==> config.mk <==
export PLATFORM = sky130hd
export DESIGN_NAME = range_fold_wrap
export DESIGN_NICKNAME = d
export VERILOG_FILES = /design/src/rtl/core/rfw_pkg.sv /design/src/rtl/core/rfw_ctrl.sv /design/src/rtl/core/rfw_dpath.sv /design/src/rtl/core/range_fold_wrap.sv
export SDC_FILE = /design/constraint.sdc
export NUM_CORES = 1
export LEC_CHECK = 0
export BUFFER_PORTS_ARGS = -buffer_cell sky130_fd_sc_hd__buf_2
export CORE_MARGIN = 1.5
export CORE_UTILIZATION = 56
export CTS_CLUSTER_DIAMETER = 40
export DETAILED_ROUTE_END_ITERATION = 10
export HOLD_SLACK_MARGIN = 0.06
export PLACE_DENSITY = 0.73
export REMOVE_ABC_BUFFERS = 1
export SLEW_MARGIN = 20
export SYNTH_ARGS = -nofsm -noshare
export SYNTH_HDL_FRONTEND = slang
export SYNTH_SLANG_ARGS = --single-unit
==> constraint.sdc <==
create_clock -name clk -period 9.9 [get_ports clk]
set_input_delay 0.495 -clock clk [delete_from_list [all_inputs] [get_ports clk]]
set_output_delay 0.495 -clock clk [all_outputs]
set_load 0.03 [all_outputs]
==> src/rtl/core/rfw_pkg.sv <==
package rfw_pkg;

    // Value format: signed Q16.16
    localparam int VALUE_WIDTH = 32;
    localparam int DIV_STEPS   = VALUE_WIDTH;
    localparam int CNT_W       = $clog2(DIV_STEPS);

    // Configuration register indexes
    localparam int CFG_IDX_W = 2;
    localparam logic [CFG_IDX_W-1:0] REG_WRAP_MODE = 2'd0;
    localparam logic [CFG_IDX_W-1:0] REG_BOUND_A   = 2'd1;
    localparam logic [CFG_IDX_W-1:0] REG_BOUND_B   = 2'd2;

    // Reset values of the bounds (bound_b defaults to 1.0)
    localparam logic signed [VALUE_WIDTH-1:0] BOUND_A_RESET = 32'sh0000_0000;
    localparam logic signed [VALUE_WIDTH-1:0] BOUND_B_RESET = 32'sh0001_0000;

    // Operation codes
    localparam logic OP_MAP    = 1'b0;
    localparam logic OP_REPEAT = 1'b1;

    typedef struct packed {
        logic                          operation;
        logic signed [VALUE_WIDTH-1:0] sample_in;
    } in_item_t;

    typedef struct packed {
        logic signed [VALUE_WIDTH-1:0] sample_out;
        logic                          zero_span;
    } out_item_t;

    // Controller to datapath
    typedef struct packed {
        logic load_in;
        logic setup;
        logic div_step;
        logic publish;
    } cmd_t;

    // Datapath to controller
    typedef struct packed {
        logic needs_div;
    } stat_t;

endpackage

==> src/rtl/core/rfw_ctrl.sv <==
module rfw_ctrl (
    input  logic          clk,
    input  logic          rst_n,
    input  logic          in_valid,
    output logic          in_ready,
    output logic          out_valid,
    input  logic          out_ready,
    input  rfw_pkg::stat_t stat,
    output rfw_pkg::cmd_t  cmd
);
    import rfw_pkg::*;

    localparam logic [1:0] S_IDLE  = 2'd0;
    localparam logic [1:0] S_SETUP = 2'd1;
    localparam logic [1:0] S_DIV   = 2'd2;
    localparam logic [1:0] S_OUT   = 2'd3;

    logic [1:0]       state_reg, state_next;
    logic [CNT_W-1:0] cnt_reg, cnt_next;
    logic             out_valid_reg, out_valid_next;

    // sequencer
    always_comb
    begin
        state_next     = state_reg;
        cnt_next       = cnt_reg;
        out_valid_next = out_valid_reg;
        cmd            = '0;
        if (out_valid_reg && out_ready)
        begin
            out_valid_next = 1'b0;
        end
        case (state_reg)
            S_IDLE:
            begin
                if (in_valid)
                begin
                    cmd.load_in = 1'b1;
                    state_next  = S_SETUP;
                end
            end
            S_SETUP:
            begin
                cmd.setup = 1'b1;
                cnt_next  = '0;
                state_next = stat.needs_div ? S_DIV : S_OUT;
            end
            S_DIV:
            begin
                cmd.div_step = 1'b1;
                cnt_next     = cnt_reg + 1'b1;
                if (cnt_reg == CNT_W'(DIV_STEPS - 1))
                begin
                    state_next = S_OUT;
                end
            end
            S_OUT:
            begin
                // output register free or draining this cycle
                if (!out_valid_reg || out_ready)
                begin
                    cmd.publish    = 1'b1;
                    out_valid_next = 1'b1;
                    state_next     = S_IDLE;
                end
            end
            default:
            begin
                state_next = S_IDLE;
            end
        endcase
    end

    always_ff @(posedge clk or negedge rst_n)
    begin
        if (!rst_n)
        begin
            state_reg     <= S_IDLE;
            cnt_reg       <= '0;
            out_valid_reg <= 1'b0;
        end
        else
        begin
            state_reg     <= state_next;
            cnt_reg       <= cnt_next;
            out_valid_reg <= out_valid_next;
        end
    end

    assign in_ready  = (state_reg == S_IDLE);
    assign out_valid = out_valid_reg;

endmodule

==> src/rtl/core/rfw_dpath.sv <==
module rfw_dpath (
    input  logic                           clk,
    input  logic                           rst_n,
    input  rfw_pkg::in_item_t              in_data,
    output rfw_pkg::out_item_t             out_data,
    input  logic                           cfg_we,
    input  logic [rfw_pkg::CFG_IDX_W-1:0]  cfg_index,
    input  logic [rfw_pkg::VALUE_WIDTH-1:0] cfg_wdata,
    input  rfw_pkg::cmd_t                  cmd,
    output rfw_pkg::stat_t                 stat
);
    import rfw_pkg::*;

    // configuration
    logic                          wrap_mode_reg;
    logic signed [VALUE_WIDTH-1:0] bound_a_reg;
    logic signed [VALUE_WIDTH-1:0] bound_b_reg;

    // request and working registers
    logic                          op_reg;
    logic signed [VALUE_WIDTH-1:0] sample_reg;
    logic signed [VALUE_WIDTH-1:0] lo_reg, hi_reg;
    logic        [VALUE_WIDTH-1:0] span_reg;
    logic                          below_reg;
    logic signed [VALUE_WIDTH-1:0] direct_reg;
    logic                          flag_reg;
    logic                          use_div_reg;
    logic        [VALUE_WIDTH-1:0] dvd_reg, dvd_next;
    logic        [VALUE_WIDTH-1:0] rem_reg, rem_next;
    logic                          qbit_reg, qbit_next;
    logic signed [VALUE_WIDTH-1:0] last_reg;
    out_item_t                     out_reg, out_next;

    // setup terms
    logic                          swap;
    logic signed [VALUE_WIDTH-1:0] lo_c, hi_c;
    logic        [VALUE_WIDTH-1:0] span_c;
    logic                          below_c, above_c, outside_c;
    logic        [VALUE_WIDTH-1:0] dist_c;

    // divider step
    logic [VALUE_WIDTH:0] trial;
    logic [VALUE_WIDTH:0] diff;

    // final result
    logic                          take_hi;
    logic signed [VALUE_WIDTH-1:0] div_res;

    // configuration writes; other indexes are ignored
    always_ff @(posedge clk or negedge rst_n)
    begin
        if (!rst_n)
        begin
            wrap_mode_reg <= 1'b0;
            bound_a_reg   <= BOUND_A_RESET;
            bound_b_reg   <= BOUND_B_RESET;
        end
        else if (cfg_we)
        begin
            case (cfg_index)
                REG_WRAP_MODE: wrap_mode_reg <= cfg_wdata[0];
                REG_BOUND_A:   bound_a_reg   <= cfg_wdata;
                REG_BOUND_B:   bound_b_reg   <= cfg_wdata;
                default:       ;
            endcase
        end
    end

    // order the bounds, classify the sample
    always_comb
    begin
        swap      = bound_b_reg < bound_a_reg;
        lo_c      = swap ? bound_b_reg : bound_a_reg;
        hi_c      = swap ? bound_a_reg : bound_b_reg;
        span_c    = hi_c - lo_c;
        below_c   = sample_reg < lo_c;
        above_c   = hi_c < sample_reg;
        outside_c = below_c || above_c;
        dist_c    = below_c ? (lo_c - sample_reg) : (sample_reg - hi_c);
    end

    assign stat.needs_div = (op_reg == OP_MAP) && outside_c && (span_c != '0);

    // restoring remainder, one quotient bit per step
    always_comb
    begin
        trial     = {rem_reg, dvd_reg[VALUE_WIDTH-1]};
        diff      = trial - {1'b0, span_reg};
        dvd_next  = dvd_reg;
        rem_next  = rem_reg;
        qbit_next = qbit_reg;
        if (cmd.setup)
        begin
            dvd_next  = dist_c;
            rem_next  = '0;
            qbit_next = 1'b0;
        end
        else if (cmd.div_step)
        begin
            dvd_next = {dvd_reg[VALUE_WIDTH-2:0], 1'b0};
            if (!diff[VALUE_WIDTH])
            begin
                rem_next  = diff[VALUE_WIDTH-1:0];
                qbit_next = 1'b1;
            end
            else
            begin
                rem_next  = trial[VALUE_WIDTH-1:0];
                qbit_next = 1'b0;
            end
        end
    end

    // pick the end the remainder is measured from
    always_comb
    begin
        if (wrap_mode_reg)
        begin
            take_hi = below_reg;
        end
        else
        begin
            take_hi = below_reg ? qbit_reg : !qbit_reg;
        end
        div_res = take_hi ? (hi_reg - $signed(rem_reg)) : (lo_reg + $signed(rem_reg));
    end

    // result register
    always_comb
    begin
        out_next = out_reg;
        if (cmd.publish)
        begin
            if (op_reg == OP_REPEAT)
            begin
                out_next.sample_out = last_reg;
                out_next.zero_span  = 1'b0;
            end
            else if (use_div_reg)
            begin
                out_next.sample_out = div_res;
                out_next.zero_span  = 1'b0;
            end
            else
            begin
                out_next.sample_out = direct_reg;
                out_next.zero_span  = flag_reg;
            end
        end
    end

    // payload registers
    always_ff @(posedge clk)
    begin
        if (cmd.load_in)
        begin
            op_reg     <= in_data.operation;
            sample_reg <= in_data.sample_in;
        end
        if (cmd.setup)
        begin
            lo_reg      <= lo_c;
            hi_reg      <= hi_c;
            span_reg    <= span_c;
            below_reg   <= below_c;
            use_div_reg <= outside_c && (span_c != '0);
            // inside passes through; zero span forces the low bound
            direct_reg  <= outside_c ? lo_c : sample_reg;
            flag_reg    <= outside_c;
        end
        dvd_reg  <= dvd_next;
        rem_reg  <= rem_next;
        qbit_reg <= qbit_next;
        out_reg  <= out_next;
    end

    // last mapped value
    always_ff @(posedge clk or negedge rst_n)
    begin
        if (!rst_n)
        begin
            last_reg <= '0;
        end
        else if (cmd.publish && (op_reg == OP_MAP))
        begin
            last_reg <= out_next.sample_out;
        end
    end

    assign out_data = out_reg;

endmodule

==> src/rtl/core/range_fold_wrap.sv <==
// Channel | Signals                           | Moves
// --------+-----------------------------------+---------------------------------
// in      | in_valid, in_ready, in_data       | request: operation, sample_in
// out     | out_valid, out_ready, out_data    | result: sample_out, zero_span
// cfg     | cfg_we, cfg_index, cfg_wdata      | register write, no wait
//
// One request at a time: the result is registered after the setup and output states
// for a repeat, an inside value or a zero span, and after setup, the 32-step restoring
// divider and the output state when a remainder is needed. in_ready returns in the
// same cycle as the result is registered, so no new request is taken before then.
// Reset (rst_n, async, active low) clears control, last result and configuration registers.
// A stalled output holds the datapath in its final step until out_ready.
module range_fold_wrap (
    input  logic                            clk,
    input  logic                            rst_n,
    input  logic                            in_valid,
    output logic                            in_ready,
    input  rfw_pkg::in_item_t               in_data,
    output logic                            out_valid,
    input  logic                            out_ready,
    output rfw_pkg::out_item_t              out_data,
    input  logic                            cfg_we,
    input  logic [rfw_pkg::CFG_IDX_W-1:0]   cfg_index,
    input  logic [rfw_pkg::VALUE_WIDTH-1:0] cfg_wdata
);
    import rfw_pkg::*;

    cmd_t  cmd;
    stat_t stat;

    rfw_ctrl u_ctrl (
        .clk       (clk),
        .rst_n     (rst_n),
        .in_valid  (in_valid),
        .in_ready  (in_ready),
        .out_valid (out_valid),
        .out_ready (out_ready),
        .stat      (stat),
        .cmd       (cmd)
    );

    rfw_dpath u_dpath (
        .clk       (clk),
        .rst_n     (rst_n),
        .in_data   (in_data),
        .out_data  (out_data),
        .cfg_we    (cfg_we),
        .cfg_index (cfg_index),
        .cfg_wdata (cfg_wdata),
        .cmd       (cmd),
        .stat      (stat)
    );

endmodule

==> results.yml <==
layout:
  antenna_cells: 0
  nFillCells: 3724
  largest_register_ffs: 33
  regArea_um2: 9850
  final_common_cell: "nand2_1"
  syn2layout_area_growth_pct: 12.1
  multi_input_area_um2: 14400
  drive_above_1_share_pct: 12.5
  final_cell_mix: "335 x nand2_1, 231 x nor2_1, 227 x inv_1"
  final_design_area_no_fill_um2: 28700
  fin_nets: 3225
critical_path:
  critPathLaunch: "u_dpath.bound_a_reg[17]$_DFFE_PN0P_"
  cp-end-kind: "flip-flop"
  r2r_start: "u_dpath.bound_a_reg[17]$_DFFE_PN0P_"
  cp-start-kind: "flip-flop"
  r2r-end: "u_dpath.direct_reg[27]$_DFFE_PN_"
  crit_type: "reg2reg"
  critPathCapture: "u_dpath.direct_reg[27]$_DFFE_PN_"
  worstPathMaxFanout: 35
  reg2reg_depth: 25
  worstPathArrival_ns: 8.19
  cp_data_required_time_ns: 10.24
  reg2reg_slack_ns: 2.05
floorplanning:
  initial_core_util_pct: 56.6
  die_area_um2: 47000
  core_um2: 45200
  die_h_um: 217
  ios: 107
  core.rowCount: 78
  dieWidth_um: 217
place:
  place_area_um2: 26600
  gp_congestion: 1.00
  dp_hpwl_um: 54200
  io_buffers: 106
logic_synthesis:
  synth_edf_count: 197
  synthAdderAreaFrac_pct: 10.0
  yosysUniqueCellTypes: 93
  avgSynthCellArea_um2: 8.99
  synth_top_family_by_area: "compound AO/OA/AOI/OAI gates"
  synth-simple-area-share_pct: 15.9
  async_flop_share_pct: 28.6
  synth_cells: 2846
  ys.flop_type: "edfxtp_1"
  synth_mux_area_share_pct: 5.67
  ys_warn_count: 0
  syn_area_um2: 25600
  ys_seq_elements: 367
  synth_xor_xnor_area_share_pct: 5.24
  synth_compound_area_share_pct: 19.5
  ys_seq_area_share_pct: 38.5
sta:
  min_period_ns: 7.85
  min_period_over_period_pct: 79.3
  clock_skew_ns: 0.0255
  slew_violations: 0
  grt_setup_unrepaired: "no"
  tns_ns: 0
  worstMarginPinSlew_ns: 1.00
  holdWs_ns: 0.0885
  hold_violations: 0
  relSlewSlack_pct: 33.1
  finalSetupViolCount: 0
  clock.fmax_mhz: 127
route:
  viasPerCell: 6.00
  drc_errors: 0
  dr.pass1.iters: 7
  drt_wl_total_um: 71500
  wl_per_cell_um: 19.9
  drt_iter0_markers: 1845
  vias: 21547
  ant_nets: 0
flow_run:
  maxCapViolCount: 0
clock_tree:
  clkLatencyLatePin_ns: 0.60
  clock_sinks: 367
  htree_levels: 2
  numCtsBuffers: 52
  postCtsSetupBuffers: 0
  clkTransAtPathRegs_ns: 0.06
  cts_tree: "built"
  cts_buffer_depth: 3
  cts_resized: 0
  root_buffer: "clkbuf_16"
grt:
  grt_pass1_vias: 19790
  grt-ovfl-total: 0
  grtUsageTotal_pct: 30.2
  antenna_found_initial: 0
  grt_max_degree: 195
  grt_pass1_wl_um: 111000
worst_hold_path:
  hp-class: "in2reg"
run_status:
  status: "completed"
area by class of cell:
type                            count  share of cell area [%]
Clock buffer                       60                    4.72
Clock inverter                     36                    1.41
Inverter                          227                    2.97
Multi-Input combinational cell   2144                    50.4
Sequential cell                   367                    34.3
Tap cell                          600                    2.62
Timing Repair Buffer              159                    3.56
cells in the mapped netlist (all sizes together) (12+ instances only):
library cell	n	area share (%)
dfrtp	104	10
a31oi	22	0.54
edfxtp	197	23
nor2b	41	1.0
nand4	24	0.59
mux2	101	4.4
buf	26	0.60
a21oi	217	4.3
nor3	50	1.0
nand2	337	5.0
a211o	12	0.41
a21o	67	2.0
o21bai	17	0.50
o211ai	17	0.50
o21ai	200	4.0
nand2b	31	0.76
inv	227	3.3
or3	26	0.64
o21a	24	0.70
ha	197	9.6
dfxtp	65	5.1
a211oi	37	1.1
mux2i	30	1.2
xor2	59	2.0
xnor2	94	3.2
a311oi	27	0.95
o31ai	16	0.51
nand3	55	1.1
nor2	232	3.5
and3	22	0.55
a21boi	18	0.53
and2	19	0.46
clkbuf	82	1.2
a31o	14	0.48
what timing repair did:
| action | in CTS | in global routing |
|---|---|---|
| hold endpoints to repair | 72 | 0 |
| endpoints found under the setup margin | 0 | 0 |
| hold buffers | 31 | 0 |
worst min-delay path by stage:
stage                                 startpoint                                to  slack [ns]  cells after the start
floorplan                                  rst_n     u_ctrl.cnt_reg[0]$_DFFE_PN0P_        0.20                      0
global placement    u_dpath.out_data[11]$_DFF_P_      u_dpath.out_data[11]$_DFF_P_        0.43                      2
detailed placement  u_dpath.out_data[16]$_DFF_P_      u_dpath.out_data[16]$_DFF_P_        0.44                      2
CTS                                  in_data[27]  u_dpath.sample_reg[27]$_DFFE_PP_        0.06                      1
global route                         in_data[27]  u_dpath.sample_reg[27]$_DFFE_PP_        0.07                      1
finish                               in_data[32]          u_dpath.op_reg$_DFFE_PP_        0.09                      1
logic make-up (layout without fill, tap and decap cells):
family	count (synthesis)	in the layout
simple gates	884	884
mux	131	131
fa+ha+maj	202	202
flops	367	367
xor+xnor	153	153
compound gates	774	774
buf+inv	335	482
stage by stage:
stage	cells	util, %	setup slack [ns]
after global routing	3593	63.4	1.49
after global placement	3466	58.9	2.35
final	3593	63.4	2.05
after floorplan	2738	-	2.59
after detailed placement	3466	58.9	2.14
after CTS	3593	63.4	2.17
worst max-delay path, cell delays in order (launching register included):
cell and delay, ns:
dfrtp_1 0.40, inv_1 0.08, ha_1 0.36, a21o_1 0.21, a221o_1 0.34, a2111o_1 0.45
o21ai_2 0.40, nand2_2 0.32, o21ai_0 0.53, inv_1 0.15, ha_1 0.26, fa_1 0.43
nor2b_1 0.11, o21ai_0 0.10, a21boi_0 0.25, o21ai_0 0.14, a21boi_0 0.28, o21ai_0 0.15
a21oi_1 0.30, nor3_1 0.20, o41ai_1 0.51, a21oi_1 0.13, a31o_2 0.42, nand2_1 0.11
buf_4 0.44, mux2_2 0.41
routing by layer:
metal | global-route usage (%) | share of wire [%] | vias to the layer above
met5 | 0 | 0 | -
met4 | 7.27 | 2.1 | 0
met3 | 4.35 | 7.7 | 100
met2 | 45.4 | 42 | 756
met1 | 45.8 | 48 | 10233
li1 | - | - | 10458
Power is not shown: default switching activity piles up to over one toggle a cycle in this logic, so the estimate is an artifact.
